**src/rtl/assert_macros.svh**
```systemverilog
// ----------------------------------------------------------------------------
// Assertion macros
// Concurrent assertion forms used by the sampler's back end.
// ----------------------------------------------------------------------------
`ifndef ASSERT_MACROS_SVH
`define ASSERT_MACROS_SVH
`ifndef SYNTH
`define AST_ALWAYS(lbl, clk, rst, prop, msg) \
   lbl: assert property (@(posedge clk) disable iff (rst) (prop)) else $error(msg);
`define AST_IMPLY(lbl, clk, rst, ante, cons, msg) \
   lbl: assert property (@(posedge clk) disable iff (rst) (ante) |-> (cons)) else $error(msg);
`else
`define AST_ALWAYS(lbl, clk, rst, prop, msg)
`define AST_IMPLY(lbl, clk, rst, ante, cons, msg)
`endif
`endif

```
**src/rtl/zrs_pkg.sv**
```systemverilog
// ----------------------------------------------------------------------------
// Zipf rank sampler package
// Widths, command codes, generator constants and beat types.
// ----------------------------------------------------------------------------
package zrs_pkg;

   localparam int MAX_RANKS   = 4096;
   localparam int RANK_AW     = $clog2(MAX_RANKS);
   localparam int CNT_W       = RANK_AW + 1;
   localparam int QUEUE_DEPTH = 4;
   localparam int QUEUE_AW    = $clog2(QUEUE_DEPTH);

   localparam logic [1:0] MODE_WRITE = 2'd0;
   localparam logic [1:0] MODE_SEED  = 2'd1;
   localparam logic [1:0] MODE_DRAW  = 2'd2;

   localparam logic [1:0] OP_WRITE = 2'd0;
   localparam logic [1:0] OP_SEED  = 2'd1;
   localparam logic [1:0] OP_DRAW  = 2'd2;

   localparam logic [30:0] PM_M = 31'h7FFF_FFFF;
   localparam logic [14:0] PM_A = 15'd16807;
   localparam logic [30:0] SEED_FIX = 31'd1;
   localparam logic [12:0] NUM_RANKS_RESET = 13'd4096;

   typedef struct packed {
      logic [1:0]  mode;
      logic [11:0] rank_index;
      logic [30:0] value;
   } req_type;

   typedef struct packed {
      logic [12:0] rank;
      logic [30:0] uniform_draw;
   } rsp_type;

   typedef struct packed {
      logic [1:0]  op;
      logic [11:0] rank_index;
      logic [30:0] value;
   } cmd_type;

endpackage

```
**src/rtl/zrs_front.sv**
```systemverilog
// ----------------------------------------------------------------------------
// Sampler front end
// Accepts request beats, turns them into commands and queues them; beats of the unused mode are dropped.
// ----------------------------------------------------------------------------
module zrs_front
   import zrs_pkg::*;
(
   input  logic    clock,
   input  logic    reset,
   input  logic    push,
   output logic    full,
   input  req_type req_data,
   output logic    cmd_valid,
   input  logic    cmd_take,
   output cmd_type cmd_data
);

   cmd_type              queue_ff [QUEUE_DEPTH];
   logic [QUEUE_AW-1:0]  wr_ptr_ff, wr_ptr_in;
   logic [QUEUE_AW-1:0]  rd_ptr_ff, rd_ptr_in;
   logic [QUEUE_AW:0]    count_ff, count_in;
   cmd_type              cmd_new;
   logic                 keep;
   logic                 enq;
   logic                 deq;

   always_comb begin
      cmd_new.rank_index = req_data.rank_index;
      cmd_new.value      = req_data.value;
      cmd_new.op         = OP_WRITE;
      keep               = 1'b1;
      unique case (req_data.mode)
         MODE_WRITE: begin
            cmd_new.op = OP_WRITE;
         end
         MODE_SEED: begin
            cmd_new.op = OP_SEED;
            if (req_data.value == '0 || req_data.value == PM_M) begin
               cmd_new.value = SEED_FIX;
            end
         end
         MODE_DRAW: begin
            cmd_new.op = OP_DRAW;
         end
         default: begin
            keep = 1'b0;
         end
      endcase
   end

   assign full      = (count_ff == (QUEUE_AW+1)'(QUEUE_DEPTH));
   assign enq       = push && !full && keep;
   assign cmd_valid = (count_ff != '0);
   assign deq       = cmd_take && cmd_valid;
   assign cmd_data  = queue_ff[rd_ptr_ff];

   always_comb begin
      wr_ptr_in = enq ? wr_ptr_ff + 1'b1 : wr_ptr_ff;
      rd_ptr_in = deq ? rd_ptr_ff + 1'b1 : rd_ptr_ff;
      count_in  = count_ff;
      if (enq && !deq) begin
         count_in = count_ff + 1'b1;
      end else if (deq && !enq) begin
         count_in = count_ff - 1'b1;
      end
   end

   always_ff @(posedge clock) begin
      if (reset) begin
         wr_ptr_ff <= '0;
         rd_ptr_ff <= '0;
         count_ff  <= '0;
      end else begin
         wr_ptr_ff <= wr_ptr_in;
         rd_ptr_ff <= rd_ptr_in;
         count_ff  <= count_in;
      end
   end

   always_ff @(posedge clock) begin
      if (enq) begin
         queue_ff[wr_ptr_ff] <= cmd_new;
      end
   end

endmodule

```
**config.mk**
```make
export PLATFORM = sky130hd
export DESIGN_NAME = zrs_front
export DESIGN_NICKNAME = d
export VERILOG_FILES = /design/src/rtl/assert_macros.svh /design/src/rtl/zrs_pkg.sv /design/src/rtl/zrs_front.sv
export SDC_FILE = /design/constraint.sdc
export NUM_CORES = 1
export LEC_CHECK = 0
export BUFFER_PORTS_ARGS = -buffer_cell sky130_fd_sc_hd__buf_4
export CELL_PAD_IN_SITES_DETAIL_PLACEMENT = 1
export CELL_PAD_IN_SITES_GLOBAL_PLACEMENT = 2
export CORE_MARGIN = 3
export CORE_UTILIZATION = 30
export CTS_CLUSTER_SIZE = 20
export DETAILED_ROUTE_END_ITERATION = 12
export PLACE_DENSITY = 0.57
export SLEW_MARGIN = 20
export SYNTH_ARGS = -nofsm -noshare
export SYNTH_HDL_FRONTEND = slang
export SYNTH_SLANG_ARGS = --single-unit
```
**constraint.sdc**
```tcl
create_clock -name clock -period 5.8 [get_ports clock]
set_input_delay 1.16 -clock clock [delete_from_list [all_inputs] [get_ports clock]]
set_output_delay 1.16 -clock clock [all_outputs]
set_load 0.02 [all_outputs]
```
==> impl_metrics.tcl <==
set metrics [dict create \
    synth_compound_area_share_pct 4.246 \
    holdBufCountCts 0 \
    dpl.hpwl_um 10530 \
    die-width_um 163.0 \
    ys_top_cells_by_area "edfxtp_1, mux4_2, dfxtp_1" \
    worst_pin_slew_ns 1.036 \
    io-pin-count 96 \
    hp-class "register to register" \
    setup_viol 0 \
    cts_made_buffers 17 \
    synth_top_family_by_area "multiplexers" \
    fin_crit_ns 3.331 \
    synth_flop_cell "edfxtp_1" \
    design_area_um2 9085 \
    p_leak_uw 0.002990 \
    antenna_found_initial 0 \
    synthAdderAreaFrac_pct 1.117 \
    final_hold_viol_count 0 \
    fp-row-count 56 \
    post-cts-setup-buffer-count 0 \
    viasPerCell 4.671 \
    outcome "finished clean" \
    grt_max_degree 46 \
    drive_above_1_share_pct 43.45 \
    worstPathRequired_ns 4.64 \
    synth_simple_gate_area_share_pct 3.045 \
    synth_cell_types 32 \
    end_kind "primary output" \
    core_um2 23820 \
    slowest_stage "buf_4" \
    drcViolationCount 0 \
    drt_wl_total_um 16540 \
    cp_max_fo 35 \
    yosys.area.top_type "edfxtp_1" \
    synth_fp_nets 396 \
    synth_common_cells "edfxtp_1, mux4_2, a21boi_1" \
    postRouteAntennaNets 0 \
    power_per_cell_area_nw_per_um2 422.6 \
    nets 500 \
    fp.dieArea_um2 26570 \
    initial_core_util_pct 31.05 \
    crit_arrival_ns 2.17 \
    synth_edf_count 180 \
    clk_latency_ns 0.43 \
    hold_ws_ns 0.5136 \
    ys_ff_latch 189 \
    grt_pass1_wl_um 25110 \
    cts_root_buf "clkbuf_16" \
    vias 3629 \
    diodes 0 \
    critical_path_class "register to primary output" \
    period_share_pct 57.42 \
    max_stage_delay_ns 0.55 \
    synth.most_common_cell "edfxtp_1" \
    start_kind "register" \
    final_cell_count_no_fill 777 \
    dp_cells 744 \
    layout-area-overhead-vs-synth_pct 22.84 \
    grt_pass1_vias 4067 \
    async_reset_ff_share_pct 0 \
    setup_tns_ns 0 \
    clock-skew-final_ns 0.01237 \
    synth_top_area_share_pct 73.08 \
    cap_viol_max_count 0 \
    ys_seq_area_share_pct 75.52 \
    path_clk_slew_ns 0.07 \
    place_congestion 0.6775 \
    cts_tree "done" \
    cts-htree-levels 4 \
    syn_area_per_cell_um2 21.69 \
    die_y_um 163.0 \
    drt_first_iter_violations 174 \
    grt_usage_pct 12.93 \
    firstDrtPassIters 4 \
    crit_top_cell "buf_4" \
    crit_path_cell_trace "buf_4, mux4_2, buf_4" \
    cts_buffer_depth 2 \
    port_buffers 95 \
    fmax_ghz 0.3002 \
    synth.cell_area_um2 7396 \
    grt_setup_unrepaired "false" \
    slew_headroom_pct 30.81 \
    p_total_uw 3840 \
    cts.repair.resized 0 \
    netlist_instances 341 \
    cts.sinks 189 \
    slew_viol_final 0 \
    synthXorXnorAreaFrac_pct 0.5921 \
    dpl-instance-area_um2 8474 \
    muxShareOfSynthArea_pct 13.97 \
    wire_per_inst_um 21.29 \
    ir_drop_uv 191.9 \
    yosys_warnings 0 \
    overflow 0 \
]
[worst max-delay path: cells and delay by family (launching register included)]
family | cells | cell delay [ns]
flops | 1 | 0.54
mux | 1 | 0.46
buf+inv | 2 | 0.74
[placed cells by master, fill, tap and decap left out, drive strengths merged, types with 4 or more instances in the layout]
cell    netlist  routed
a21boi       30      30
xor2          4       4
clkinv        0       5
buf           9     102
clkbuf        8      17
nand4         9       9
ha            5       5
nor4          7       7
edfxtp      180     180
dfxtp         9       9
inv           4      11
and2          4       4
nor2          7       7
mux4         45      45
[flip-flops by register name, summed over array words and instances (netlist names), named ones only]
| signal | flops |
|---|---|
| count_ff | 3 |
| wr_ptr_ff | 2 |
| rd_ptr_ff | 2 |
| queue_ff | 180 |
[power by group]
part / internal [uW] / total [uW] / switching, uW / leakage [uW]
combinational: 475 / 998 / 523 / 0.000993
clock: 608 / 1140 / 532 / 0.000278
sequential: 1620 / 1700 / 78.9 / 0.00172
[routing by layer]
| metal | global-route usage [%] | vias to the layer above | share of wire, % |
|---|---|---|---|
| li1 | - | 1632 | - |
| met1 | 17.00 | 1907 | 45 |
| met2 | 21.22 | 79 | 50 |
| met3 | 3.677 | 11 | 4.4 |
| met4 | 3.422 | 0 | 0.87 |
| met5 | 0 | - | 0 |
[layout make-up]
type / count / area [um2]
Fill cell: 2349 / 14740
Sequential cell: 189 / 5590
Multi-Input combinational cell: 131 / 1712
Timing Repair Buffer: 102 / 785.8
Clock buffer: 17 / 425.4
Tap cell: 319 / 399.1
Clock inverter: 15 / 157.7
Inverter: 4 / 15.01
[worst paths after layout]
path | to | from | slack [ns] | cells after the start
worst min-delay path | count_ff[2] | count_ff[2] | 0.51 | 2
worst min register to register | count_ff[2] | count_ff[2] | 0.51 | 2
worst max-delay path | cmd_data[14] | register | 2.47 | 3
worst max register to register | queue_ff[0][25] | count_ff[0] | 3.28 | 4
[stage by stage]
stage	util, %	setup WS (ns)
6_report	38.14	2.469
5_1_grt	38.14	2.321
4_1_cts	38.02	2.184
3_5_place_dp	35.57	2.195
3_3_place_gp	35.57	2.213
2_1_floorplan	-	2.673
[cells by family (layout without fill, tap and decap cells)]
group           Yosys count  in the layout
flops                   189            189
simple gates             38             38
compound gates           35             35
xor+xnor                  5              5
fa+ha+maj                 6              6
mux                      47             47
buf+inv                  21            138
Power figures use the tool's default switching activity.
